### config.mk
export PLATFORM = sky130hd
export DESIGN_NAME = cwp_prescale
export DESIGN_NICKNAME = d
export VERILOG_FILES = /design/src/hdl/cwp_pkg.sv /design/src/hdl/cwp_prescale.sv
export SDC_FILE = /design/constraint.sdc
export NUM_CORES = 2
export LEC_CHECK = 0
export BUFFER_PORTS_ARGS = -buffer_cell sky130_fd_sc_hd__buf_2
export CORE_MARGIN = 2
export CORE_UTILIZATION = 57
export DETAILED_ROUTE_END_ITERATION = 12
export PLACE_DENSITY = 0.85
export REMOVE_ABC_BUFFERS = 1
export SLEW_MARGIN = 5
export SYNTH_ARGS = -nofsm -noshare
export SYNTH_HDL_FRONTEND = slang
export SYNTH_SLANG_ARGS = --single-unit
### constraint.sdc
create_clock -name clk -period 7.5 [get_ports clk]
set_clock_uncertainty 0.2 [all_clocks]
set_input_delay 0.75 -clock clk [delete_from_list [all_inputs] [get_ports clk]]
set_output_delay 0.75 -clock clk [all_outputs]
set_load 0.03 [all_outputs]
### src/hdl/cwp_pkg.sv
`default_nettype none

package cwp_pkg;

  // datapath widths: x/y carry 16 guard fraction bits below Q15.8
  localparam int DW        = 42;
  localparam int ZW        = 32;
  localparam int PW        = 54;
  localparam int GUARD     = 16;
  localparam int TABLE_LEN = 24;

  localparam logic signed [30:0] GAIN_Q30 = 31'sd652032875;
  localparam logic signed [23:0] W24_MAX  = 24'sh7FFFFF;
  localparam logic signed [23:0] W24_MIN  = 24'sh800000;

  typedef struct packed {
    logic signed [23:0] parent_x;
    logic signed [23:0] parent_y;
    logic        [15:0] angle;
    logic signed [23:0] offset_x;
    logic signed [23:0] offset_y;
  } cwp_in_t;

  typedef struct packed {
    logic signed [23:0] world_x;
    logic signed [23:0] world_y;
    logic        [15:0] inherited_angle;
    logic               saturated;
  } cwp_out_t;

  // fields that ride along the rotation chain untouched
  typedef struct packed {
    logic signed [23:0] parent_x;
    logic signed [23:0] parent_y;
    logic        [15:0] angle;
  } cwp_carry_t;

  typedef struct packed {
    logic signed [DW-1:0] x;
    logic signed [DW-1:0] y;
    logic signed [ZW-1:0] z;
    cwp_carry_t           carry;
  } cwp_cell_t;

  // atan(2^-i) with 2^32 = full turn
  function automatic logic [ZW-1:0] atan_entry(input logic [4:0] idx);
    logic [ZW-1:0] v;
    case (idx)
      5'd0:    v = 32'h20000000;
      5'd1:    v = 32'h12E4051E;
      5'd2:    v = 32'h09FB385B;
      5'd3:    v = 32'h051111D4;
      5'd4:    v = 32'h028B0D43;
      5'd5:    v = 32'h0145D7E1;
      5'd6:    v = 32'h00A2F61E;
      5'd7:    v = 32'h00517C55;
      5'd8:    v = 32'h0028BE53;
      5'd9:    v = 32'h00145F2F;
      5'd10:   v = 32'h000A2F98;
      5'd11:   v = 32'h000517CC;
      5'd12:   v = 32'h00028BE6;
      5'd13:   v = 32'h000145F3;
      5'd14:   v = 32'h0000A2FA;
      5'd15:   v = 32'h0000517D;
      5'd16:   v = 32'h000028BE;
      5'd17:   v = 32'h0000145F;
      5'd18:   v = 32'h00000A30;
      5'd19:   v = 32'h00000518;
      5'd20:   v = 32'h0000028C;
      5'd21:   v = 32'h00000146;
      5'd22:   v = 32'h000000A3;
      5'd23:   v = 32'h00000051;
      default: v = '0;
    endcase
    return v;
  endfunction

endpackage

`default_nettype wire

### src/hdl/cwp_prescale.sv
`default_nettype none

module cwp_prescale (
  input  wire logic               clk,
  input  wire logic               rst_n,
  input  wire logic               in_valid,
  output logic                    in_ready,
  input  wire cwp_pkg::cwp_in_t   in_data,
  output logic                    out_valid,
  input  wire logic               out_ready,
  output cwp_pkg::cwp_cell_t      out_data
);

  localparam int PW = cwp_pkg::PW;
  localparam int DW = cwp_pkg::DW;
  localparam int ZW = cwp_pkg::ZW;

  // stage a: gain multiply and quadrant fold decision
  logic                     a_valid_r;
  logic signed [PW-1:0]     prod_x_r, prod_y_r;
  logic signed [PW-1:0]     prod_x_nxt, prod_y_nxt;
  logic                     fold_r, fold_nxt;
  logic        [15:0]       zang_r, zang_nxt;
  cwp_pkg::cwp_carry_t      carry_a_r;
  logic signed [15:0]       angle_s;
  logic                     a_ready;

  // stage b: round to guard precision, apply fold
  logic                     b_valid_r;
  cwp_pkg::cwp_cell_t       b_data_r, b_data_nxt;
  logic                     b_ready;
  logic signed [PW-1:0]     rnd_x, rnd_y;
  logic signed [DW-1:0]     sx, sy;

  assign b_ready  = !b_valid_r || out_ready;
  assign a_ready  = !a_valid_r || b_ready;
  assign in_ready = a_ready;

  assign angle_s    = $signed(in_data.angle);
  assign prod_x_nxt = PW'(in_data.offset_x) * PW'(cwp_pkg::GAIN_Q30);
  assign prod_y_nxt = PW'(in_data.offset_y) * PW'(cwp_pkg::GAIN_Q30);
  assign fold_nxt   = (angle_s > 16'sh4000) || (angle_s < -16'sh4000);
  // taking away or adding half a turn is a flip of the top bit
  assign zang_nxt   = fold_nxt ? (in_data.angle ^ 16'h8000) : in_data.angle;

  always_ff @(posedge clk) begin
    if (!rst_n) begin
      a_valid_r <= 1'b0;
    end else if (a_ready) begin
      a_valid_r <= in_valid;
    end
  end

  always_ff @(posedge clk) begin
    if (in_valid && a_ready) begin
      prod_x_r           <= prod_x_nxt;
      prod_y_r           <= prod_y_nxt;
      fold_r             <= fold_nxt;
      zang_r             <= zang_nxt;
      carry_a_r.parent_x <= in_data.parent_x;
      carry_a_r.parent_y <= in_data.parent_y;
      carry_a_r.angle    <= in_data.angle;
    end
  end

  assign rnd_x = (prod_x_r + PW'(2**13)) >>> 14;
  assign rnd_y = (prod_y_r + PW'(2**13)) >>> 14;
  assign sx    = DW'(rnd_x);
  assign sy    = DW'(rnd_y);

  always_comb begin
    b_data_nxt.x     = fold_r ? -sx : sx;
    b_data_nxt.y     = fold_r ? -sy : sy;
    b_data_nxt.z     = {zang_r, {(ZW - 16){1'b0}}};
    b_data_nxt.carry = carry_a_r;
  end

  always_ff @(posedge clk) begin
    if (!rst_n) begin
      b_valid_r <= 1'b0;
    end else if (b_ready) begin
      b_valid_r <= a_valid_r;
    end
  end

  always_ff @(posedge clk) begin
    if (a_valid_r && b_ready) begin
      b_data_r <= b_data_nxt;
    end
  end

  assign out_valid = b_valid_r;
  assign out_data  = b_data_r;

endmodule

`default_nettype wire

* After elaboration in Yosys (flattened, before gate mapping)
Index checks and enable logic that the tools add are counted.
** Storage, ports and cells
- Flip-flop bits (word level) :: 355
- Input port bits :: 116
- Output and inout bits :: 182
- Logic and storage cells :: 34
** Operators by class
- Add/subtract/negate cells :: 4
- Multiply operators :: 2
- Order comparisons :: 2
- Multiplexer cells :: 3
- Bitwise logic cells :: 1
- Reduce and logical (&&, ||, !) cells :: 7
** Operator list (number)
- $add A54 B15 Y54 const B :: 2
- $mul A24 B31 Y54 const B :: 2
- $mux W42 :: 2
- $neg A40 Y42 :: 2
- $gt A16 B16 Y1 const B :: 1
- $lt A16 B15 Y1 const B :: 1
- $mux W16 :: 1
- $logic_or A1 B1 Y1 :: 3
- $logic_and A1 B1 Y1 :: 2
- $logic_not A1 Y1 :: 2
- $not A1 Y1 :: 1

* Longest topological paths before layout
- Word-level depth :: 4
- Mapped depth :: 26
- Mapped depth without buffers :: 26

* Least setup slack after synthesis
OpenSTA, ideal clock, no wires.
- Path kind :: input -> register
- Start point :: input port out_ready
- End point :: register b_data_r, in the netlist out_data[0] (enable)
- Setup time :: 0.678 ns
- Arrival :: 7.412 ns
- Data required time :: 6.622 ns
- Slack :: -0.790 ns
- Cell stages on the path :: 2
- Buffers on the path :: 0
- Cells stage by stage :: nor2b_1 > nor2b_1
** On the way
- Cells in the longest elaborated chain, start to end :: 2
** Ends and longest elaborated chain
- from (decl) :: line cwp_prescale.sv:10 : input wire logic out_ready,
- $logic_or A1 B1 Y1 :: line cwp_prescale.sv:35 : assign b_ready = !b_valid_r || out_ready;
- $logic_and A1 B1 Y1 :: line cwp_prescale.sv:87 : if (a_valid_r && b_ready) begin
- to (signal assigned) :: line cwp_prescale.sv:88 : b_data_r <= b_data_nxt;
- to (decl) :: line cwp_prescale.sv:30 : cwp_pkg::cwp_cell_t b_data_r, b_data_nxt;
Every way passes these cells.
A chain may end at the register's enable or synchronous reset.

* Final worst setup path
- Start point :: input port in_data[39] (netlist bit)
- End point :: register prod_x_r[48], data pin
** On the way
- Cells in the longest elaborated chain, start to end :: 1
** Ends and longest elaborated chain
- from (decl) :: line cwp_prescale.sv:8 : input wire cwp_pkg::cwp_in_t in_data,
- $mul A24 B31 Y54 :: line cwp_prescale.sv:40 : assign prod_x_nxt = PW'(in_data.offset_x) * PW'(cwp_pkg::GAIN_Q30);
- net prod_x_nxt[48] :: line cwp_prescale.sv:21 : logic signed [PW-1:0] prod_x_nxt, prod_y_nxt;
- to (signal assigned) :: line cwp_prescale.sv:56 : prod_x_r <= prod_x_nxt;
- to (decl) :: line cwp_prescale.sv:20 : logic signed [PW-1:0] prod_x_r, prod_y_r;
The timed path passes the listed nets, and every way through them passes these cells.

==> impl_metrics.toml <==
[floorplan]
die_area_um2 = 71000
fp.coreArea_um2 = 68300
rows = 96
die_y_um = 266
io_pins = 298
die_x_um = 266
initial_core_util = 0.574

[synth]
netlist-cell-type-count = 80
ys_ff_latch = 299
postSynthAreaPerCell_um2 = 10.9
synth_area_leaders = "fa_1 32%, edfxtp_1 23%, ha_1 16%"
ys_warn_count = 0
synth_async_sr_flop_share = 0
synth_flop_cell = "edfxtp_1"
ys_seq_area_frac = 0.228
syn_inst = 3586
synth_edf_count = 297
synth.top_cell.area_share = 0.321
synth_top_cell_by_area = "fa_1"
synth_area_um2 = 39200

[timing]
hold_viol = 0
fin_crit_sh = 0.969
slew_violations = 0
slew_headroom = 0.349
finalCriticalPeriod_ns = 7.27
finalSetupViolCount = 0
tightest_slew_ns = 0.976
fmax_mhz = 138

[grt]
grt_max_degree = 150
grt.overflow.total = 0
antenna_found_initial = 2
grt_usage = 0.302
grt_pass1_wl_mm = 162
grt_pass1_vias = 28800

[run]
max-cap-violations = 0

[cts]
cts_sinks = 299
cts-hold-fix-buffers = 0
cts_tree = "built"
clk_latency_ns = 0.56
htree_levels = 1
cts.reportedPaths.clkPinSlew_ns = 0.06
cts_resized = 0
root_buffer = "clkbuf_16"
cts_setup_buffers = 0
max-clock-path-buffers = 3
cts_buffers = 28

[route]
ant_nets = 0
drc_errors = 0
totalWireLength_mm = 105
wl_per_cell_um = 21.1
firstDrtPassIters = 6
viasPerCell = 5.49
drt-initial-drc-count = 2196
dr_total_vias = 27500

[finish]
finalNonFillerCells = 5000
drive_gt1_frac = 0.156
fin_nets = 5343
layout_common_cells = "890 x inv_1, 630 x fa_1, 502 x ha_1"
layout_commonest_cell = "inv_1"
postLayoutCoreUtil = 0.648
fillCellCount = 5199
syn_to_final_growth_pct = 12.8

[worst_setup_path]
slowest_delay_ns = 0.56
crit_required_ns = 7.60
crit_fanout = 3
path_cells = "buf_2 -> fa_1 -> inv_1 -> fa_1 -> fa_1 -> inv_1 -> fa_1 -> fa_1 -> fa_1 -> inv_1 -> fa_1 -> inv_1 -> ha_1 -> a21o_1 -> a21o_1 -> a21oi_1 -> o21ai_0 -> a2111oi_1 -> o31ai_1 -> a31oi_1 -> a21oi_1 -> mux2i_1 -> a2111oi_1"
startpoint_type = "input port"
critical_path_arrival_ns = 7.37
endpoint_kind = "register"
cpMostUsedCell = "fa_1"
critPathSlowestCell = "fa_1"
path_class = "input port to register"

[placed_design]
dp.cells = 4947
portBuffers = 281
dpl.hpwl_mm = 91.9
routabilityCongestion = 1.04

[worst_hold_path]
hp-class = "input port to register"

[outcome]
outcome = "complete, no violations"
-- through the flow --
stage	hold WS, ns	TNS [ns]	setup slack [ns]	cell area, um^2
6_report	0.171	0	0.231	44300
3_3_place_gp	0.200	-0.0387	-0.0188	43400
5_1_grt	0.158	-0.120	-0.117	44300
2_1_floorplan	0.200	-117.71	-0.790	38800
3_5_place_dp	0.205	-0.595	-0.176	43400
4_1_cts	0.146	0	0.388	44300
-- synth_stat cells (all sizes together) (14+ instances only) --
cell type,count
inv,890
fa,630
ha,502
edfxtp,297
xnor2,146
nand2,127
a21oi,107
nor2,92
xor2,91
o21ai,75
nand3,68
a21o,51
buf,51
nand4,50
nor3,48
clkbuf,34
and3,30
a31oi,22
and2,19
or2,18
nor4,17
nand2b,16
or3,16
and4,14
nor2b,14
o31ai,14
-- cells by family (layout without fill, tap and decap cells) --
family	after synthesis	in the layout	synth area share
mux	18	18	0.00478
buf+inv	975	1491	0.0971
xor+xnor	237	237	0.0529
other cells	1	17	0.0000956
compound gates	375	375	0.0612
simple gates	549	549	0.0742
fa+ha+maj	1132	1132	0.481
flops	299	299	0.228
-- area by class of cell --
class | instances | area (um^2) | share of cell area
Tap cell | 882 | 1100 | 0.0249
Inverter | 890 | 3340 | 0.0754
Multi-Input combinational cell | 2327 | 26500 | 0.600
Timing Repair Buffer | 549 | 3430 | 0.0775
Clock inverter | 19 | 159 | 0.00359
Sequential cell | 299 | 8960 | 0.202
Clock buffer | 33 | 741 | 0.0167
Antenna cell | 1 | 2.50 | 0.0000565
-- registers in the layout (all words and copies together), names as in the netlist --
signal      count
b_data_nxt     49
out_valid       1
prod_x_r       41
zang_r         16
prod_y_r       41
fold_r          1
out_data      149
a_valid_r       1
-- worst max-delay path: cells and delay by family --
kind / cells / cell delay, ns
adder cells (fa/ha/maj): 8 / 4.01
AO/OA/AOI/OAI: 9 / 2.11
buffers and inverters: 5 / 0.34
multiplexers: 1 / 0.15
-- layer usage --
| layer | global-route usage | up-vias | routed length (um) |
|---|---|---|---|
| met5 | 0.00554 | - | 57 |
| met4 | 0.131 | 4 | 5300 |
| met3 | 0.0684 | 232 | 9460 |
| met2 | 0.489 | 1240 | 48400 |
| met1 | 0.391 | 13400 | 42000 |
| li1 | - | 12500 | - |
-- worst paths after layout --
path,slack (ns),from,endpoint,cells past startpoint
setup reg to reg,2.89,prod_x_r[14],out_data[163],11
hold / removal,0.17,in_data[98],b_data_nxt[50],1
setup / recovery,0.23,in_data[39],prod_x_r[48],23
hold reg to reg,0.21,b_data_nxt[28],out_data[28],0
Power is left out: the tool's default activity adds up to more than one toggle a clock period on the data nets, which glitch-free logic cannot reach.
