==> config.mk <==
export PLATFORM = sky130hd
export DESIGN_NAME = cwp_finish
export DESIGN_NICKNAME = d
export VERILOG_FILES = /design/src/hdl/cwp_pkg.sv /design/src/hdl/cwp_finish.sv
export SDC_FILE = /design/constraint.sdc
export NUM_CORES = 1
export LEC_CHECK = 0
export BUFFER_PORTS_ARGS = -buffer_cell sky130_fd_sc_hd__buf_2
export CORE_MARGIN = 10
export CORE_UTILIZATION = 53
export DETAILED_ROUTE_END_ITERATION = 10
export GPL_TIMING_DRIVEN = 1
export PLACE_DENSITY = 0.88
export SYNTH_ARGS = -nofsm -noshare
export SYNTH_HDL_FRONTEND = slang
export SYNTH_SLANG_ARGS = --single-unit
==> constraint.sdc <==
create_clock -name clk -period 9 [get_ports clk]
set_clock_uncertainty 0.2 [all_clocks]
set_input_delay 2.25 -clock clk [delete_from_list [all_inputs] [get_ports clk]]
set_output_delay 2.25 -clock clk [all_outputs]
set_load 0.05 [all_outputs]
==> src/hdl/cwp_pkg.sv <==
`default_nettype none

package cwp_pkg;

  // datapath widths: x/y carry 16 guard fraction bits below Q15.8
  localparam int DW        = 42;
  localparam int ZW        = 32;
  localparam int PW        = 54;
  localparam int GUARD     = 16;
  localparam int TABLE_LEN = 24;

  localparam logic signed [30:0] GAIN_Q30 = 31'sd652032875;
  localparam logic signed [23:0] W24_MAX  = 24'sh7FFFFF;
  localparam logic signed [23:0] W24_MIN  = 24'sh800000;

  typedef struct packed {
    logic signed [23:0] parent_x;
    logic signed [23:0] parent_y;
    logic        [15:0] angle;
    logic signed [23:0] offset_x;
    logic signed [23:0] offset_y;
  } cwp_in_t;

  typedef struct packed {
    logic signed [23:0] world_x;
    logic signed [23:0] world_y;
    logic        [15:0] inherited_angle;
    logic               saturated;
  } cwp_out_t;

  // fields that ride along the rotation chain untouched
  typedef struct packed {
    logic signed [23:0] parent_x;
    logic signed [23:0] parent_y;
    logic        [15:0] angle;
  } cwp_carry_t;

  typedef struct packed {
    logic signed [DW-1:0] x;
    logic signed [DW-1:0] y;
    logic signed [ZW-1:0] z;
    cwp_carry_t           carry;
  } cwp_cell_t;

  // atan(2^-i) with 2^32 = full turn
  function automatic logic [ZW-1:0] atan_entry(input logic [4:0] idx);
    logic [ZW-1:0] v;
    case (idx)
      5'd0:    v = 32'h20000000;
      5'd1:    v = 32'h12E4051E;
      5'd2:    v = 32'h09FB385B;
      5'd3:    v = 32'h051111D4;
      5'd4:    v = 32'h028B0D43;
      5'd5:    v = 32'h0145D7E1;
      5'd6:    v = 32'h00A2F61E;
      5'd7:    v = 32'h00517C55;
      5'd8:    v = 32'h0028BE53;
      5'd9:    v = 32'h00145F2F;
      5'd10:   v = 32'h000A2F98;
      5'd11:   v = 32'h000517CC;
      5'd12:   v = 32'h00028BE6;
      5'd13:   v = 32'h000145F3;
      5'd14:   v = 32'h0000A2FA;
      5'd15:   v = 32'h0000517D;
      5'd16:   v = 32'h000028BE;
      5'd17:   v = 32'h0000145F;
      5'd18:   v = 32'h00000A30;
      5'd19:   v = 32'h00000518;
      5'd20:   v = 32'h0000028C;
      5'd21:   v = 32'h00000146;
      5'd22:   v = 32'h000000A3;
      5'd23:   v = 32'h00000051;
      default: v = '0;
    endcase
    return v;
  endfunction

endpackage

`default_nettype wire

==> src/hdl/cwp_finish.sv <==
`default_nettype none

module cwp_finish (
  input  wire logic                clk,
  input  wire logic                rst_n,
  input  wire logic                in_valid,
  output logic                     in_ready,
  input  wire cwp_pkg::cwp_cell_t  in_data,
  output logic                     out_valid,
  input  wire logic                out_ready,
  output cwp_pkg::cwp_out_t        out_data
);

  localparam int DW    = cwp_pkg::DW;
  localparam int GUARD = cwp_pkg::GUARD;
  localparam int RW    = DW - GUARD;

  logic                  valid_r;
  cwp_pkg::cwp_out_t     data_r, data_nxt;
  logic signed [DW-1:0]  xr, yr;
  logic signed [RW-1:0]  rx, ry;
  logic signed [RW:0]    sum_x, sum_y;
  logic                  hi_x, lo_x, hi_y, lo_y;

  assign in_ready = !valid_r || out_ready;

  // round half up back to Q15.8
  assign xr = (in_data.x + DW'(2**(GUARD - 1))) >>> GUARD;
  assign yr = (in_data.y + DW'(2**(GUARD - 1))) >>> GUARD;
  assign rx = RW'(xr);
  assign ry = RW'(yr);

  assign sum_x = (RW + 1)'(in_data.carry.parent_x) + (RW + 1)'(rx);
  assign sum_y = (RW + 1)'(in_data.carry.parent_y) + (RW + 1)'(ry);

  assign hi_x = sum_x > (RW + 1)'(cwp_pkg::W24_MAX);
  assign lo_x = sum_x < (RW + 1)'(cwp_pkg::W24_MIN);
  assign hi_y = sum_y > (RW + 1)'(cwp_pkg::W24_MAX);
  assign lo_y = sum_y < (RW + 1)'(cwp_pkg::W24_MIN);

  always_comb begin
    if (hi_x) begin
      data_nxt.world_x = cwp_pkg::W24_MAX;
    end else if (lo_x) begin
      data_nxt.world_x = cwp_pkg::W24_MIN;
    end else begin
      data_nxt.world_x = 24'(sum_x);
    end
    if (hi_y) begin
      data_nxt.world_y = cwp_pkg::W24_MAX;
    end else if (lo_y) begin
      data_nxt.world_y = cwp_pkg::W24_MIN;
    end else begin
      data_nxt.world_y = 24'(sum_y);
    end
    data_nxt.inherited_angle = in_data.carry.angle;
    data_nxt.saturated       = hi_x || lo_x || hi_y || lo_y;
  end

  always_ff @(posedge clk) begin
    if (!rst_n) begin
      valid_r <= 1'b0;
    end else if (in_ready) begin
      valid_r <= in_valid;
    end
  end

  always_ff @(posedge clk) begin
    if (in_valid && in_ready) begin
      data_r <= data_nxt;
    end
  end

  assign out_valid = valid_r;
  assign out_data  = data_r;

endmodule

`default_nettype wire

---- After elaboration in Yosys (flattened, before gate mapping) ----
Index checks and enable logic that the tools add are counted.
word-level totals
  output and inout bits ................... 67
  register bits after elaboration ......... 66
  memories ................................ 0
  bits in latches ......................... 0
  memory bits (writable) .................. 0
  ROM bits ................................ 0
  logic and storage cells ................. 21
operators by class
  $add $sub $neg .......................... 4
  mux-type cells .......................... 2
  $lt $le $gt $ge ......................... 4
  bitwise gates (word level) .............. 0
  div/mod/pow operators ................... 0
  reduce and logical (&&, ||, !) cells .... 6
  multipliers ............................. 0
  shifts and indexed selects .............. 0
  equal/unequal tests ..................... 0
operators by type and width
  cell                    number
  $add 42x17->42 const B  2
  $add 24x26->27          2
  $gt 27x24->1 const B    2
  $lt 27x24->1 const B    2
  $mux 24                 2
  $logic_or 1x1->1        4
  $logic_and 1x1->1       1
  $logic_not 1->1         1

---- Depth between registers and ports, before layout ----
  depth after elaboration ................. 6
  depth in mapped cells ................... 20
  gate-level depth less buffers ........... 17

---- Least setup slack after synthesis ----
OpenSTA, ideal clock, no wires.
  kind .................................... input-to-reg
  start point ............................. input port in_data[113] in the netlist's numbering
  end point ............................... register data_r (netlist bit out_data[0]) (data pin)
  cell stages on the path ................. 19
  library setup time ...................... 0.272 ns
  required time ........................... 8.528 ns
  arrival ................................. 5.791 ns
  slack ................................... 2.738 ns
  cell sequence ........................... and3_1 and3_1 and2_1 nand4_1 or2_2 clkbuf_1 nor2_1 xor2_1 ha_1 clkbuf_1 a21oi_1 o21ai_0 a221o_1 a2bb2oi_1 o211ai_1 a21oi_1 xor2_1 a31oi_1 or4b_1
RTL lines
  element               RTL line          source
  from (decl)           cwp_finish.sv:8   input wire cwp_pkg::cwp_cell_t in_data,
  to (signal assigned)  cwp_finish.sv:70  data_r <= data_nxt;
  to (decl)             cwp_finish.sv:19  cwp_pkg::cwp_out_t data_r, data_nxt;

==> results.txt <==
----------------------------------------------------
[Logic synthesis]
  Yosys warnings ... 0
  Post-synthesis instance total ... 629
  Main flop type after synthesis ... edfxtp_1
  Count of flip-flops with a built-in enable after synthesis ... 65
  Unique masters post-synth ... 63
  Sequential fraction of the synthesis area ... 0.3342
  Flops & latches, synth ... 66
  Mean instance size in the synthesized netlist ... 9.381 um2
  Yosys top cell by area ... edfxtp_1
  Portion of synthesized cell area occupied by the leading cell type ... 0.3308
  Synthesized cell area ... 5901 um2
  Mapped Nets ... 872
  Top area cells in the synthesized netlist ... edfxtp_1 33%, ha_1 12%, xnor2_1 9.2%
  Fraction of registers with async set or reset after synthesis ... 0

[Placed design]
  Minimum setup slack after placement ... 2.027 ns
  Number of buffers added on ports ... 188
  Inst Count DP ... 941
  Sum of net half-perimeters after detailed placement ... 12780 um
  Routability Congestion ... 0.9135

[Global routing]
  Antenna violations before repair ... 0
  Wire length of the first global-routing pass ... 25370 um
  Total grt overflow ... 0
  Gr busiest metal ... met2
  GRT met3 Usage ... 0.04647
  GR Util met2 ... 0.3250
  Via count of the first global-routing pass ... 5429
  Combined global-route utilization of all metal layers ... 0.1897
  Pin count of the biggest net entering global routing ... 66
  Met1 usage ... 0.2271

[Routing]
  Detailed Routing Iterations Pass 1 ... 5
  Antenna Violating Nets Remaining ... 0
  DRC violation count after routing ... 0
  Initial detailed-routing violation count ... 490
  DR vias/cell ... 5.684
  Average routed wire per standard cell ... 16.42 um
  Wirelength, routed ... 15710 um
  Total number of vias ... 5440

[CTS]
  Clk slew on worst S/H paths ... 0.07 ns
  Root cell of the clock tree ... clkbuf_8
  Number of gates resized after cts ... 0
  Cts-stage hold buffer count ... 0
  Post-CTS setup buffer count ... 0
  CTS Buf Count ... 9
  Later-pin clock latency in the skew report ... 0.34 ns
  H-Tree Level Count ... 3
  CTS tree ... built
  Number of clock sinks ... 66
  Maximum count of clock buffers along a single path ... 2

[Min path]
  Kind of path behind the tightest hold check ... reg2reg

[Worst setup path]
  Arrival time of the worst setup path ... 6.53 ns
  Worst Setup Path Type ... in2reg
  Maximum cell stage delay along the critical path ... 0.51 ns
  Slowest stage cell, crit path ... or4b_1
  Worst endpoint required time ... 8.89 ns
  Ordered cell list for the critical path ... buf_2, and3_1, and3_1, and2_1, nand4_1, or2_2, nor2_1, xor2_1, ha_1, a21oi_1, o21ai_0, a221o_1, a2bb2oi_1, o211ai_1, a21oi_1, xor2_1, a31oi_2, buf_4, or4b_1
  Type of element capturing the critical path ... flip-flop
  Startpoint types ... primary input
  Max FO, Critical Path ... 24

[STA]
  Max Clock Freq ... 150.6 MHz
  Minimum clock period after layout ... 6.641 ns
  Final setup slack of the worst path ... 2.359 ns
  Setup repair after global routing missed its margin ... no
  Tcrit/Tclk final ... 0.7379
  Fin. max-slew vios ... 0
  Actual slew at the worst max-slew pin ... 0.9246 ns
  Count of final hold-check violations ... 0
  Setup violators final ... 0
  Accumulated negative setup slack ... 0 ns
  Max-slew headroom at the worst pin ... 0.3836

[Floorplan]
  Initial cell density of the core ... 0.5419
  Die Height ... 125.5 um
  Total die area ... 15750 um2
  Number of rows created at floorplan ... 38
  Die width ... 125.5 um
  I/O Pins ... 251
  Core area ... 10890 um2

[Cells and area]
  # nets final ... 1055
  Number of antenna cells inserted ... 0
  Synthesis-to-finish area growth ... 22.39%
  Final non-filler cell total ... 957
  Fraction of layout instances using a drive strength above 1 ... 0.2742

[Power and ir drop]
  Total leakage power ... 3.213 nW
  Largest voltage drop on the vdd net ... 0.1379 mV
  Power per standard cell area ... 170.9 nW/um2

[Flow run]
  Number of max-capacitance violations reported ... 0

[Status]
  Run status ... complete, no violations

----------------------------------------------------
## synthesized netlist by cell type (2+ instances only)
library cell / number
edfxtp_1: 65
xnor2_1: 62
ha_1: 57
a21oi_1: 52
nand2_1: 51
a21o_1: 39
nor2_1: 36
o21ai_0: 35
xor2_1: 31
and3_1: 25
nand3_1: 25
inv_1: 14
clkbuf_1: 13
nand4_1: 12
nand2b_1: 10
nor3_1: 9
o21a_1: 7
a31oi_1: 5
and2_1: 5
buf_2: 5
o211ai_1: 5
o21bai_1: 5
nor2b_1: 4
a211oi_1: 3
o21ai_1: 3
o31a_1: 3
o31ai_1: 3
or3_1: 3
a2111oi_2: 2
a22o_1: 2
fa_1: 2
nor3b_1: 2
o211ai_2: 2
o21ai_2: 2
or2_2: 2
## cells by family (layout without fill, tap and decap cells)
family                     count (synthesis)  after routing  synth area share
DFF                                       66             66            0.3342
adders and majority gates                 59             59            0.1277
AOI/OAI and AO/OA                        189            189            0.2193
xor gates and xnor gates                  93             93            0.1380
buffers and inverters                     33            221           0.02226
and+or+nand+nor                          189            189            0.1586
## worst max-delay path: cells and delay by family
family / cells / cell delay [ns]
compound gates: 7 / 1.21
xor+xnor: 2 / 0.52
fa+ha+maj: 1 / 0.34
buf+inv: 2 / 0.37
simple gates: 7 / 1.83
## power by group
part | leakage (nW) | internal (mW) | switching (mW) | total, mW
Sequential | 0.610 | 0.395 | 0.0102 | 0.405
Clock | 0.121 | 0.184 | 0.119 | 0.303
Combinational | 2.48 | 0.177 | 0.349 | 0.526
Total | 3.21 | 0.756 | 0.478 | 1.23
## flip-flops by register name (all words and copies together), names as in the netlist
register / count
out_data: 65
out_valid: 1
## final timing paths
check,from,end,slack [ns],cells past startpoint
worst min register to register,out_valid$_SDFFE_PN0N_,out_valid$_SDFFE_PN0N_,0.33,2
worst max register to register,out_valid$_SDFFE_PN0N_,out_data[24]$_SDFFCE_PN1P_,7.21,3
worst min-delay path,out_valid$_SDFFE_PN0N_,out_valid$_SDFFE_PN0N_,0.33,2
worst max-delay path,in_data[113],out_data[0]$_DFFE_PP_,2.36,19
## layout make-up
type                    count  area [um2]
clock buffers               9       123.9
clock inverters             7       116.4
fillers                   916        3666
inverters                  14       52.55
multi-input cells         530        3819
flip-flops and latches     66        1972
well taps                 140       175.2
repair buffers            191       963.4
## per-layer routing
layer	wire, um	part of all wire
met1	6466	0.41
met2	7619	0.48
met3	1283	0.082
met4	342	0.022
met5	0	0
## layout by cell type, fill, tap and decap left out, drive strengths merged, types with 3 or more instances in the layout
| cell | instances |
|---|---|
| buf | 191 |
| edfxtp | 65 |
| xnor2 | 62 |
| ha | 57 |
| a21oi | 52 |
| nand2 | 51 |
| o21ai | 40 |
| a21o | 39 |
| nor2 | 36 |
| xor2 | 31 |
| and3 | 25 |
| nand3 | 25 |
| inv | 15 |
| nand4 | 12 |
| nand2b | 10 |
| nor3 | 9 |
| clkbuf | 9 |
| o21a | 7 |
| o211ai | 7 |
| o21bai | 5 |
| and2 | 5 |
| a31oi | 5 |
| nor2b | 4 |
| a211oi | 4 |
| o31ai | 4 |
| o31a | 3 |
| or3 | 3 |
| bufinv | 3 |
| o311ai | 3 |
| clkinv | 3 |
## stage by stage
step	hold WS [ns]	util	area, um2	total power, mW
detailed placement	0.3216	0.6412	6982	0.9353
global placement	0.3058	0.6412	6982	0.9231
global route	0.3617	0.6633	7222	1.299
floorplan	0.9464	-	5901	0.8011
finish	0.3277	0.6633	7222	1.234
CTS	0.3317	0.6633	7222	1.239
(Power assumes the default switching activity.)
