**src/hdl/cwp_pkg.sv**
```systemverilog
`default_nettype none

package cwp_pkg;

  // datapath widths: x/y carry 16 guard fraction bits below Q15.8
  localparam int DW        = 42;
  localparam int ZW        = 32;
  localparam int PW        = 54;
  localparam int GUARD     = 16;
  localparam int TABLE_LEN = 24;

  localparam logic signed [30:0] GAIN_Q30 = 31'sd652032875;
  localparam logic signed [23:0] W24_MAX  = 24'sh7FFFFF;
  localparam logic signed [23:0] W24_MIN  = 24'sh800000;

  typedef struct packed {
    logic signed [23:0] parent_x;
    logic signed [23:0] parent_y;
    logic        [15:0] angle;
    logic signed [23:0] offset_x;
    logic signed [23:0] offset_y;
  } cwp_in_t;

  typedef struct packed {
    logic signed [23:0] world_x;
    logic signed [23:0] world_y;
    logic        [15:0] inherited_angle;
    logic               saturated;
  } cwp_out_t;

  // fields that ride along the rotation chain untouched
  typedef struct packed {
    logic signed [23:0] parent_x;
    logic signed [23:0] parent_y;
    logic        [15:0] angle;
  } cwp_carry_t;

  typedef struct packed {
    logic signed [DW-1:0] x;
    logic signed [DW-1:0] y;
    logic signed [ZW-1:0] z;
    cwp_carry_t           carry;
  } cwp_cell_t;

  // atan(2^-i) with 2^32 = full turn
  function automatic logic [ZW-1:0] atan_entry(input logic [4:0] idx);
    logic [ZW-1:0] v;
    case (idx)
      5'd0:    v = 32'h20000000;
      5'd1:    v = 32'h12E4051E;
      5'd2:    v = 32'h09FB385B;
      5'd3:    v = 32'h051111D4;
      5'd4:    v = 32'h028B0D43;
      5'd5:    v = 32'h0145D7E1;
      5'd6:    v = 32'h00A2F61E;
      5'd7:    v = 32'h00517C55;
      5'd8:    v = 32'h0028BE53;
      5'd9:    v = 32'h00145F2F;
      5'd10:   v = 32'h000A2F98;
      5'd11:   v = 32'h000517CC;
      5'd12:   v = 32'h00028BE6;
      5'd13:   v = 32'h000145F3;
      5'd14:   v = 32'h0000A2FA;
      5'd15:   v = 32'h0000517D;
      5'd16:   v = 32'h000028BE;
      5'd17:   v = 32'h0000145F;
      5'd18:   v = 32'h00000A30;
      5'd19:   v = 32'h00000518;
      5'd20:   v = 32'h0000028C;
      5'd21:   v = 32'h00000146;
      5'd22:   v = 32'h000000A3;
      5'd23:   v = 32'h00000051;
      default: v = '0;
    endcase
    return v;
  endfunction

endpackage

`default_nettype wire

```
**src/hdl/cwp_cell.sv**
```systemverilog
`default_nettype none

module cwp_cell #(
  parameter int STAGE = 0
) (
  input  wire logic                clk,
  input  wire logic                rst_n,
  input  wire logic                in_valid,
  output logic                     in_ready,
  input  wire cwp_pkg::cwp_cell_t  in_data,
  output logic                     out_valid,
  input  wire logic                out_ready,
  output cwp_pkg::cwp_cell_t       out_data
);

  localparam int DW = cwp_pkg::DW;
  localparam int ZW = cwp_pkg::ZW;
  localparam logic signed [ZW-1:0] ATAN = $signed(cwp_pkg::atan_entry(5'(STAGE)));

  logic                  valid_r;
  cwp_pkg::cwp_cell_t    data_r, data_nxt;
  logic signed [DW-1:0]  dx, dy;
  logic                  pos;

  assign in_ready = !valid_r || out_ready;

  assign dx  = in_data.y >>> STAGE;
  assign dy  = in_data.x >>> STAGE;
  assign pos = !in_data.z[ZW-1];

  always_comb begin
    data_nxt.carry = in_data.carry;
    if (pos) begin
      data_nxt.x = in_data.x - dx;
      data_nxt.y = in_data.y + dy;
      data_nxt.z = in_data.z - ATAN;
    end else begin
      data_nxt.x = in_data.x + dx;
      data_nxt.y = in_data.y - dy;
      data_nxt.z = in_data.z + ATAN;
    end
  end

  always_ff @(posedge clk) begin
    if (!rst_n) begin
      valid_r <= 1'b0;
    end else if (in_ready) begin
      valid_r <= in_valid;
    end
  end

  always_ff @(posedge clk) begin
    if (in_valid && in_ready) begin
      data_r <= data_nxt;
    end
  end

  assign out_valid = valid_r;
  assign out_data  = data_r;

endmodule

`default_nettype wire

```
**config.mk**
```make
export PLATFORM = sky130hd
export DESIGN_NAME = cwp_cell
export DESIGN_NICKNAME = d
export VERILOG_FILES = /design/src/hdl/cwp_pkg.sv /design/src/hdl/cwp_cell.sv
export SDC_FILE = /design/constraint.sdc
export NUM_CORES = 1
export LEC_CHECK = 0
export BUFFER_PORTS_ARGS = -buffer_cell sky130_fd_sc_hd__buf_4
export CORE_ASPECT_RATIO = 0.6
export CORE_UTILIZATION = 34
export DETAILED_ROUTE_END_ITERATION = 7
export GPL_ROUTABILITY_DRIVEN = 1
export HOLD_SLACK_MARGIN = 0.1
export RECOVER_POWER = 25
export SETUP_SLACK_MARGIN = 0.2
export SLEW_MARGIN = 20
export SYNTH_ARGS = -nofsm -noshare
export SYNTH_HDL_FRONTEND = slang
export SYNTH_SLANG_ARGS = --single-unit
```
**constraint.sdc**
```tcl
create_clock -name clk -period 6.4 [get_ports clk]
set_clock_uncertainty 0.15 [all_clocks]
set_input_delay 1.28 -clock clk [delete_from_list [all_inputs] [get_ports clk]]
set_output_delay 1.28 -clock clk [all_outputs]
set_load 0.01 [all_outputs]
```
### Word level (Yosys, flattened, before mapping)

Index checks and enable logic that the tools add are counted.

* bits in registers: 181
* bits in latches: 0
* memory bits (writable): 0
* bits in read-only memories: 0
* input bits: 184
* output and inout port bits: 182
* word-level logic and storage cells: 16
* memories: 0

* $add $sub $neg: 5
* $mul: 0
* divide/modulo/power cells: 0
* magnitude comparators: 0
* equal/unequal tests: 0
* shift operators: 0
* muxes and demuxes: 1
* bitwise logic cells: 0
* reduce and logical (&&, ||, !) cells: 3

Operators by type and width (count)
* $mux W116: 1
* $sub A42 B42 Y42: 2
* $add A42 B42 Y42: 1
* $add A32 B31 Y32 const B: 1
* $sub A32 B31 Y32 const B: 1
* $logic_and A1 B1 Y1: 1
* $logic_not A1 Y1: 1
* $logic_or A1 B1 Y1: 1

### Longest topological paths before layout

Gate-level depths: netlist (run 1).

* word-level depth: 3
* gate-level depth with buffers: 13
* gate-level depth less buffers: 12

### Worst setup path after synthesis (run 1)

No wires, ideal clock.

* path type: input to register
* start point: in out_ready
* end point: reg data_r (netlist bit out_data[0]), enable pin
* arrival: 5582 ps
* data required time: 5688 ps
* slack: 107 ps
* stages on the path: 2
* path through: nand2b_1 > and2_1

* longest elaborated chain between the ends: 2

Ends and longest elaborated chain
* from (decl): RTL line cwp_cell.sv:12 `input wire logic out_ready,`
* $logic_or A1 B1 Y1: RTL line cwp_cell.sv:25 `assign in_ready = !valid_r || out_ready;`
* $logic_and A1 B1 Y1: RTL line cwp_cell.sv:53 `if (in_valid && in_ready) begin`
* to (signal assigned): RTL line cwp_cell.sv:54 `data_r <= data_nxt;`
* to (decl): RTL line cwp_cell.sv:21 `cwp_pkg::cwp_cell_t data_r, data_nxt;`

Every way passes these cells.
A chain may end at the register's enable or synchronous reset.

==> results of run 1 <==
==> through the flow <==
step	hold WS (ns)	util, %	setup slack [ns]
after floorplan	0.459	-	2.12
after detailed placement	0.408	43.0	1.50
after global routing	0.469	44.3	1.75
after global placement	0.377	43.0	1.54
after CTS	0.424	44.7	2.01
final	0.414	44.3	1.86
==> registers in the layout, indices dropped and copies added (netlist names) <==
register / flops
out_data: 179
out_valid: 1
==> layout by cell type, fill, tap and decap left out, drive strengths merged, types with 9 or more instances in the layout <==
cell type    n
buf        239
edfxtp     179
a21oi      176
clkbuf     150
inv        135
ha         123
nor2       109
o21ai      101
xnor2       71
nand2       67
a21o        35
o21bai      34
nor3        28
nand4       25
nand3       20
o31ai       19
mux2i       18
a211oi      17
nor4        15
a31oi       14
nor2b       13
nand2b      13
o211ai      13
xor2        10
clkinv       9
==> critical path, stage by stage <==
cell and delay, ns:
clkbuf_1 1.66, buf_4 0.81, nor2_1 0.10, and3_1 0.20
nor3_1 0.34, xnor2_1 0.17
==> power by group through the flow <==
stage	clock network, mW	registers [mW]	logic (mW)
6_report	1.16	1.49	1.23
5_1_grt	1.23	1.50	1.31
4_1_cts	1.19	1.50	1.22
3_5_place_dp	0	1.52	1.22
3_3_place_gp	0	1.52	1.22
2_1_floorplan	0	1.58	0.631
==> kinds of logic after synthesis <==
family | count (synthesis)
AO/OA/AOI/OAI | 466
buffers and inverters | 193
multiplexers | 19
XOR/XNOR | 81
AND/OR/NAND/NOR | 321
adder cells (fa/ha/maj) | 127
flip-flops | 180
==> worst min-delay path by stage <==
stage | end | cells after the start
2_1_floorplan | out_valid | 2
3_3_place_gp | out_valid | 2
3_5_place_dp | out_valid | 2
4_1_cts | out_valid | 2
5_1_grt | out_valid | 2
6_report | out_valid | 2
==> layout make-up <==
| cell class | count | area (sq um) | share of cell area, % |
|---|---|---|---|
| inverter | 131 | 492 | 2.92 |
| clock buffer | 17 | 425 | 2.53 |
| tap | 513 | 642 | 3.81 |
| sequential | 180 | 5400 | 32.0 |
| multi-input combinational | 1014 | 7010 | 41.6 |
| timing repair buffer | 372 | 2650 | 15.7 |
| clock inverter | 15 | 221 | 1.32 |
==> per-layer routing <==
metal  GRT usage [%]  part of all wire (%)  vias up
met3            7.47                    10       34
met2            34.6                    42      660
met1            36.0                    47     5911
met5               0                 0.040        -
li1                -                     -     5683
met4            4.05                  0.88        2
==> results.json, run 1 <==
{
  "seqPwrFrac_pct": 38.4,
  "crit_type": "in -> reg",
  "endpoint": "out_data[170]",
  "postSynthCellCount": 1387,
  "synth_area_sq_um": 13200,
  "min_from": "out_valid",
  "synth_top_family_by_area": "compound AO/OA/AOI/OAI gates",
  "async_flop_share_pct": 0,
  "ys_seq_area_share_pct": 40.8,
  "reg2regPathDepth": 3,
  "grt_max_degree": 180,
  "track_usage_pct": 24.3,
  "power_switching_share_pct": 35.6,
  "ys_seq_elements": 180,
  "crit_path_max_fanout": 60,
  "stdcell_area_sq_um": 16800,
  "cts_tree": "built",
  "dpl.cell_count": 2210,
  "wirelength_um": 49600,
  "cts-htree-levels": 4,
  "violations": "capacitance limit, slew limit",
  "post-route-drc-count": 0,
  "synth_top_area_share_pct": 40.7,
  "nFillCells": 3802,
  "avgSynthCellArea_sq_um": 9.53,
  "synth-edff-count": 179,
  "insertion_delay_ns": 0.46,
  "drv_cap": 1,
  "synth_xor_area_share_pct": 5.37,
  "synthToLayoutAreaGrowth_pct": 27.4,
  "die_h_um": 155,
  "clkTransAtPathRegs_ns": 0.09,
  "coreArea_sq_um": 38000,
  "antenna_found_initial": 1,
  "antennaDiodeCount": 0,
  "finalSetupTns_ns": 0,
  "relSlewSlack_pct": -58.4,
  "cp-start-kind": "primary input",
  "clock.fmax_mhz": 220,
  "wl_per_cell_um": 22.1,
  "syn_nets": 1698,
  "vias": 12300,
  "cellPowerDensity_nw_per_um2": 231,
  "synth_compound_area_share_pct": 22.3,
  "r2r-end": "out_data[159]",
  "crit_required_ns": 6.45,
  "fin_crit_sh_pct": 71.0,
  "cts-resized-gates": 0,
  "routed_via_density": 5.48,
  "drt_iter0_markers": 1429,
  "chipWidth_um": 256,
  "hpwlAfterDp_um": 39700,
  "fin_cells": 2242,
  "final.min_clock_period_ns": 4.54,
  "fin_nets": 2027,
  "grt_pass1_vias": 11700,
  "dieArea_sq_um": 39700,
  "cp-end-kind": "flop",
  "grt_setup_unrepaired": "no",
  "dpl_cell_area_sq_um": 16300,
  "tightest_slew_ns": 2.38,
  "clockBufferDepth": 2,
  "drv_slew": 47,
  "drive_gt1_share_pct": 22.8,
  "power.internal_mw": 2.50,
  "synth.area.mux_share_pct": 1.45,
  "fp-row-count": 55,
  "io_pins": 366,
  "yosys.area_share.simple_pct": 11.7,
  "place_congestion": 0.981,
  "r2r_start": "out_valid",
  "p_leak_nw": 7.16,
  "yosys_warnings": 0,
  "drtPass1Iterations": 5,
  "worstSetupStartpoint": "in_data[95]",
  "synth_fa_ha_area_share_pct": 12.3,
  "hold_buffers": 0,
  "port_buffers": 365,
  "numCtsBuffers": 17,
  "yosysUniqueCellTypes": 78,
  "yosys-top-cells-area": "edfxtp_1, ha_1, a21oi_1, xnor2_1, inv_1",
  "totalPowerFinal_mw": 3.89,
  "ir_drop_mv": 0.182,
  "start_util_pct": 34.8,
  "hold_violations": 0,
  "hold_class": "reg -> reg",
  "netlist_top_cells_count": "edfxtp_1, a21oi_1, inv_1, ha_1, nor2_1",
  "synthFlopType": "edfxtp_1",
  "ant_nets": 0,
  "clock_sinks": 180,
  "grt_overflow_total": 0,
  "cts_root_buf": "clkbuf_16",
  "grt_pass1_wl_um": 72600,
  "yosys.cell_count.top_type": "edfxtp_1",
  "switchingPower_mw": 1.38,
  "clock_power_share_pct": 29.9,
  "worst_ep_arrival_time_ns": 4.59,
  "status": "complete, but fails checks",
  "setup_viol": 0,
  "cts_setup_buffers": 0,
  "synth_area_leader_cell": "edfxtp_1",
  "r2r_setup_slack_ns": 4.37,
  "power_frac_comb_pct": 31.6
}
(Power assumes the default switching activity.)
==> run 2, diff against run 1 <==
==> constraint.sdc (replaced) <==
create_clock -name clk -period 4.1 [get_ports clk]
set_clock_uncertainty 0.15 [all_clocks]
set_input_delay 0.82 -clock clk [delete_from_list [all_inputs] [get_ports clk]]
set_output_delay 0.82 -clock clk [all_outputs]
set_load 0.01 [all_outputs]
==> run 2 against run 1 <==
The run still ends with capacitance limit, slew limit left. Non-clock buffer count is 131 higher. Clock-buffer cell count is the same. Wire length grew 3.2%. Die area is the same.
==> results.json, run 2 (synthesis gave the netlist of run 1 again) <==
{
  "status": "complete, but fails checks",
  "violations": "capacitance limit, slew limit",
  "io_pins": 366,
  "grt_max_degree": 113,
  "postLayoutSetupSlackWorst_ns": 0.255,
  "fin_crit_sh_pct": 93.8,
  "die_h_um": 155,
  "layout_common_cells": "buf_4, edfxtp_1, a21oi_1",
  "min_from": "in_data[62]",
  "crit_path_max_fanout": 9,
  "fin_nets": 2158,
  "wl_per_cell_um": 21.6,
  "synthToLayoutAreaGrowth_pct": 35.9,
  "hold_end": "out_data[62]",
  "grt_pass1_vias": 12100,
  "drv_slew": 23,
  "clkTransAtPathRegs_ns": 0.08,
  "antenna_found_initial": 1,
  "hold_ws_ns": 0.396,
  "cp_cell_sequence": "buf_4, ha_1, buf_4, nand2_1, o21ai_0, a21oi_1, o221a_1, a21o_1, a21o_1, a211oi_1, o22ai_1, xnor2_1",
  "slowest_stage": "ha_1",
  "final.min_clock_period_ns": 3.84,
  "cts_setup_buffers": 0,
  "coreArea_sq_um": 38000,
  "use_met2_pct": 35.4,
  "largest_reg_flops": 179,
  "r2r_start": "out_valid",
  "hold_class": "in -> reg",
  "worst_ep_arrival_time_ns": 3.90,
  "cts_root_buf": "clkbuf_16",
  "grt_pass1_wl_um": 75100,
  "ir_drop_mv": 0.351,
  "r2r-end": "out_data[12]",
  "final_common_cell": "buf_4",
  "p_leak_nw": 7.91,
  "drtPass1Iterations": 5,
  "dp_slack_ns": -0.125,
  "clock_sinks": 180,
  "grt_setup_unrepaired": "no",
  "place_congestion": 0.990,
  "drt_iter0_markers": 1407,
  "cp-end-kind": "flop",
  "finalSetupTns_ns": 0,
  "hold_violations": 0,
  "wirelength_um": 51300,
  "crit_type": "in -> reg",
  "hpwlAfterDp_um": 42100,
  "fp-row-count": 55,
  "grt.busiest_layer": "met1",
  "numCtsBuffers": 17,
  "setup_viol": 0,
  "insertion_delay_ns": 0.46,
  "min_path_cells": 1,
  "routed_via_density": 5.39,
  "post-route-drc-count": 0,
  "grt_overflow_total": 0,
  "chipWidth_um": 256,
  "vias": 12800,
  "grt_use_met1_pct": 37.5,
  "drive_gt1_share_pct": 30.2,
  "ant_nets": 0,
  "grt_use_met3_pct": 8.19,
  "cpPeakStageDelay_ns": 0.46,
  "track_usage_pct": 25.2,
  "cp-start-kind": "primary input",
  "tightest_slew_ns": 1.81,
  "clock.fmax_mhz": 260,
  "antennaDiodeCount": 0,
  "cts-htree-levels": 4,
  "reg2regPathDepth": 3,
  "start_util_pct": 34.8,
  "drv_cap": 1,
  "port_buffers": 365,
  "clockBufferDepth": 2,
  "r2r_setup_slack_ns": 1.05,
  "cts_tree": "built",
  "dieArea_sq_um": 39700,
  "nFillCells": 3689,
  "relSlewSlack_pct": -21.0,
  "crit_required_ns": 4.15,
  "cellPowerDensity_nw_per_um2": 350
}
-- run 2: what timing repair did --
item / CTS / global route
gates resized for setup: 0 / 2
setup endpoints to repair: 0 / 1
hold buffers: 0 / 0
-- run 2: area by class of cell --
cell class                 count  area [sq um]  share of cell area, %
sequential                   180          5400                   30.0
multi-input combinational   1014          7020                   39.1
timing repair buffer         503          3760                   21.0
clock buffer                  17           425                   2.37
tap                          513           642                   3.57
inverter                     131           492                   2.74
clock inverter                15           224                   1.25
-- run 2: where the power goes --
group	switching (mW)	leakage, nW	internal (mW)	total (mW)
combinational	1.24	5.86	0.912	2.15
sequential	0.0601	1.74	2.27	2.33
clock	0.900	0.308	0.902	1.80
total	2.20	7.91	4.09	6.29
-- run 2: worst max-delay path by stage --
stage | from | endpoint
2_1_floorplan | out_ready | out_data[0]
3_3_place_gp | in_data[110] | out_data[123]
3_5_place_dp | in_data[106] | out_data[137]
4_1_cts | in_data[106] | out_data[137]
5_1_grt | in_data[116] | out_data[137]
6_report | in_data[146] | out_data[137]
-- run 2: metal layers --
layer / up-vias / wire [um]
li1: 5950 / -
met1: 6151 / 24200
met3: 44 / 5500
met5: - / 13
met2: 646 / 21100
met4: 2 / 490
-- run 2: through the flow --
step | area (sq um) | total power, mW | cells | util (%)
6_report | 18000 | 6.29 | 2373 | 47.3
3_3_place_gp | 17300 | 4.48 | 2341 | 45.6
5_1_grt | 18000 | 6.54 | 2373 | 47.3
2_1_floorplan | 13200 | 3.45 | 1387 | -
4_1_cts | 18000 | 6.30 | 2373 | 47.3
3_5_place_dp | 17300 | 4.48 | 2341 | 45.6
-- run 2: worst max-delay path: cells and delay by family --
kind	cells	cell delay (ns)
adder cells (fa/ha/maj)	1	0.46
buffers and inverters	2	0.32
AND/OR/NAND/NOR	1	0.08
XOR/XNOR	1	0.18
AO/OA/AOI/OAI	7	2.04
==> run 3, diff against run 2 <==
--- a/config.mk
+++ b/config.mk
@@ -5,6 +5,7 @@
 export SDC_FILE = /design/constraint.sdc
 export NUM_CORES = 1
 export LEC_CHECK = 0
+export ABC_AREA = 1
 export BUFFER_PORTS_ARGS = -buffer_cell sky130_fd_sc_hd__buf_4
 export CORE_ASPECT_RATIO = 0.6
 export CORE_UTILIZATION = 34
==> run 3 against run 2 <==
The flow still finishes with violations (capacitance limit, slew limit). Clock power hardly changed. Synthesized cell count increased by 58%. Via count up 27%. Wire length rose by 27%. Die area increased by 19%. Largest power group unchanged. First-iteration DRC count grew 17%. Largest cell class unchanged. Clock-buffer cell count unchanged. Utilization is 3.9 points lower. Final area is 9.4% higher. Sequential power down 2%. Flip-flop and latch count is the same.
==> results.json, run 3 <==
{
  "final_common_cell": "nand2_1",
  "vias": 16300,
  "start_util_pct": 34.9,
  "multi_input_area_sq_um": 8660,
  "cp_cell_sequence": "clkbuf_1, inv_12, a21oi_1, clkbuf_1",
  "postLayoutCoreUtil_pct": 43.4,
  "layout_common_cells": "nand2_1, inv_1, buf_4",
  "hold_buffers": 0,
  "postSynthCellCount": 2185,
  "worst_ep_arrival_time_ns": 3.41,
  "cts_setup_buffers": 0,
  "cpPeakStageDelay_ns": 1.86,
  "setup_viol": 0,
  "hold_end": "out_data[27]",
  "dieArea_sq_um": 47300,
  "io_pins": 366,
  "antenna_found_initial": 0,
  "cellPowerDensity_nw_per_um2": 325,
  "cts-htree-levels": 4,
  "slowest_stage": "a21oi_1",
  "track_usage_pct": 27.0,
  "async_flop_share_pct": 0,
  "post-route-drc-count": 0,
  "dpl_cell_area_sq_um": 19100,
  "grt_pass1_vias": 15300,
  "yosys.cell_count.top_type": "nand2_1",
  "synthFlopType": "edfxtp_1",
  "ys_seq_elements": 180,
  "nFillCells": 4695,
  "min_path_cells": 1,
  "dp_slack_ns": 0.460,
  "clock_sinks": 180,
  "netlist_top_cells_count": "nand2_1, inv_1, nand3_1, edfxtp_1, nor2_1",
  "cts_tree": "built",
  "crit_type": "in -> reg",
  "antennaDiodeCount": 0,
  "min_from": "in_data[27]",
  "clkTransAtPathRegs_ns": 0.09,
  "drive_gt1_share_pct": 21.8,
  "r2r_start": "out_valid",
  "cp-end-kind": "flop",
  "r2r_setup_slack_ns": 0.98,
  "cts_root_buf": "clkbuf_16",
  "routed_via_density": 5.13,
  "grt_max_degree": 54,
  "clock.fmax_mhz": 290,
  "final.min_clock_period_ns": 3.45,
  "yosysUniqueCellTypes": 42,
  "crit_path_frequent_cell": "clkbuf_1",
  "regArea_sq_um": 5400,
  "synthToLayoutAreaGrowth_pct": 24.6,
  "syn_nets": 2496,
  "fp-row-count": 60,
  "reg2regPathDepth": 2,
  "yosys-top-cells-area": "edfxtp_1, nand2_1, ha_1, inv_1, nand3_1",
  "drtPass1Iterations": 6,
  "fin_nets": 2849,
  "coreArea_sq_um": 45300,
  "yosys_warnings": 0,
  "die_h_um": 169,
  "place_congestion": 1.07,
  "relSlewSlack_pct": -65.4,
  "postLayoutSetupSlackWorst_ns": 0.653,
  "synth_top_area_share_pct": 34.1,
  "hold_class": "in -> reg",
  "synth_area_leader_cell": "edfxtp_1",
  "avgSynthCellArea_sq_um": 7.22,
  "grt_overflow_total": 0,
  "numCtsBuffers": 17,
  "synth-edff-count": 179,
  "ant_nets": 0,
  "fin_crit_sh_pct": 84.1,
  "cts-resized-gates": 0,
  "insertion_delay_ns": 0.46,
  "r2r-end": "out_data[47]",
  "hpwlAfterDp_um": 55100,
  "ir_drop_mv": 0.267,
  "tightest_slew_ns": 2.48,
  "grt_pass1_wl_um": 94300,
  "wirelength_um": 65300,
  "synth_area_sq_um": 15800,
  "stdcell_area_sq_um": 19700,
  "status": "complete, but fails checks",
  "violations": "capacitance limit, slew limit",
  "critPathBufInv": 3,
  "cp-start-kind": "primary input",
  "port_buffers": 365,
  "largest_reg_flops": 179,
  "wl_per_cell_um": 20.6,
  "drv_cap": 1,
  "drt_iter0_markers": 1645,
  "ys_seq_area_share_pct": 34.2,
  "clockBufferDepth": 2,
  "grt_setup_unrepaired": "no",
  "p_leak_nw": 9.66,
  "crit_required_ns": 4.06,
  "critPathTopFamily": "compound AO/OA/AOI/OAI gates",
  "chipWidth_um": 280,
  "crit_path_max_fanout": 20,
  "drv_slew": 18,
  "hold_violations": 0
}
## run 3: cell count changes after synthesis, moves of 19 or more
cell	before	now
nand3_1	20	196
a21o_1	35	1
nand2_2	1	33
nor2_1	109	158
o21bai_1	34	14
nand2_1	66	647
nor2_2	0	44
xor2_1	10	30
a21oi_1	173	133
nor2_4	0	19
inv_1	128	316
xnor2_1	71	0
## run 3: kinds of logic after synthesis
| family | count (synthesis) | share of synthesized area [%] |
|---|---|---|
| xor gates and xnor gates | 30 | 1.67 |
| DFF | 180 | 34.2 |
| buffers and inverters | 397 | 10.9 |
| AOI/OAI and AO/OA | 304 | 10.8 |
| adders and majority gates | 127 | 10.3 |
| and+or+nand+nor | 1147 | 32.1 |
## run 3: final cells by class
cell class                      count  share of cell area, %
Sequential cell                   180                   27.5
Tap cell                          620                   3.95
Inverter                          339                   6.54
Timing Repair Buffer              392                   14.8
Clock buffer                       17                   2.16
Clock inverter                     15                   1.10
Multi-Input combinational cell   1608                   44.0
## run 3: how the worst max path moves through the flow
stage,from,endpoint,slack [ns],cells after the start
4_1_cts,in_data[96],out_data[120],0.94,14
3_3_place_gp,in_data[102],out_data[120],0.43,14
2_1_floorplan,out_ready,out_data[0],-0.26,2
5_1_grt,out_ready,out_data[47],0.42,4
6_report,out_ready,out_data[47],0.65,4
3_5_place_dp,in_data[96],out_data[120],0.46,14
## run 3: power by group
group	internal (mW)	switching (mW)
sequential	2.23	0.0458
clock	0.859	0.974
combinational	0.769	1.51
## run 3: layer usage
layer  GRT usage, %  wire [um]  up-vias
met5              0          0        -
met4           4.70        830        0
met3           5.27       6230       53
met2           37.8      26200      773
met1           42.2      32000     7708
li1               -          -     7727
## run 3: worst register-to-register path: cells and delay by family (launching register included)
kind                   cells  cell delay (ns)
AO/OA/AOI/OAI              1             1.84
buffers and inverters      1             0.44
flip-flops                 1             0.33
## run 3: per-stage QoR
step                instances  TNS (ns)  hold slack, ns  power (mW)
floorplan                2185    -47.02           0.478        3.63
global placement         3139         0           0.383        4.55
detailed placement       3139         0           0.423        4.56
CTS                      3171         0           0.344        6.41
global route             3171         0           0.364        6.70
finish                   3171         0           0.390        6.39
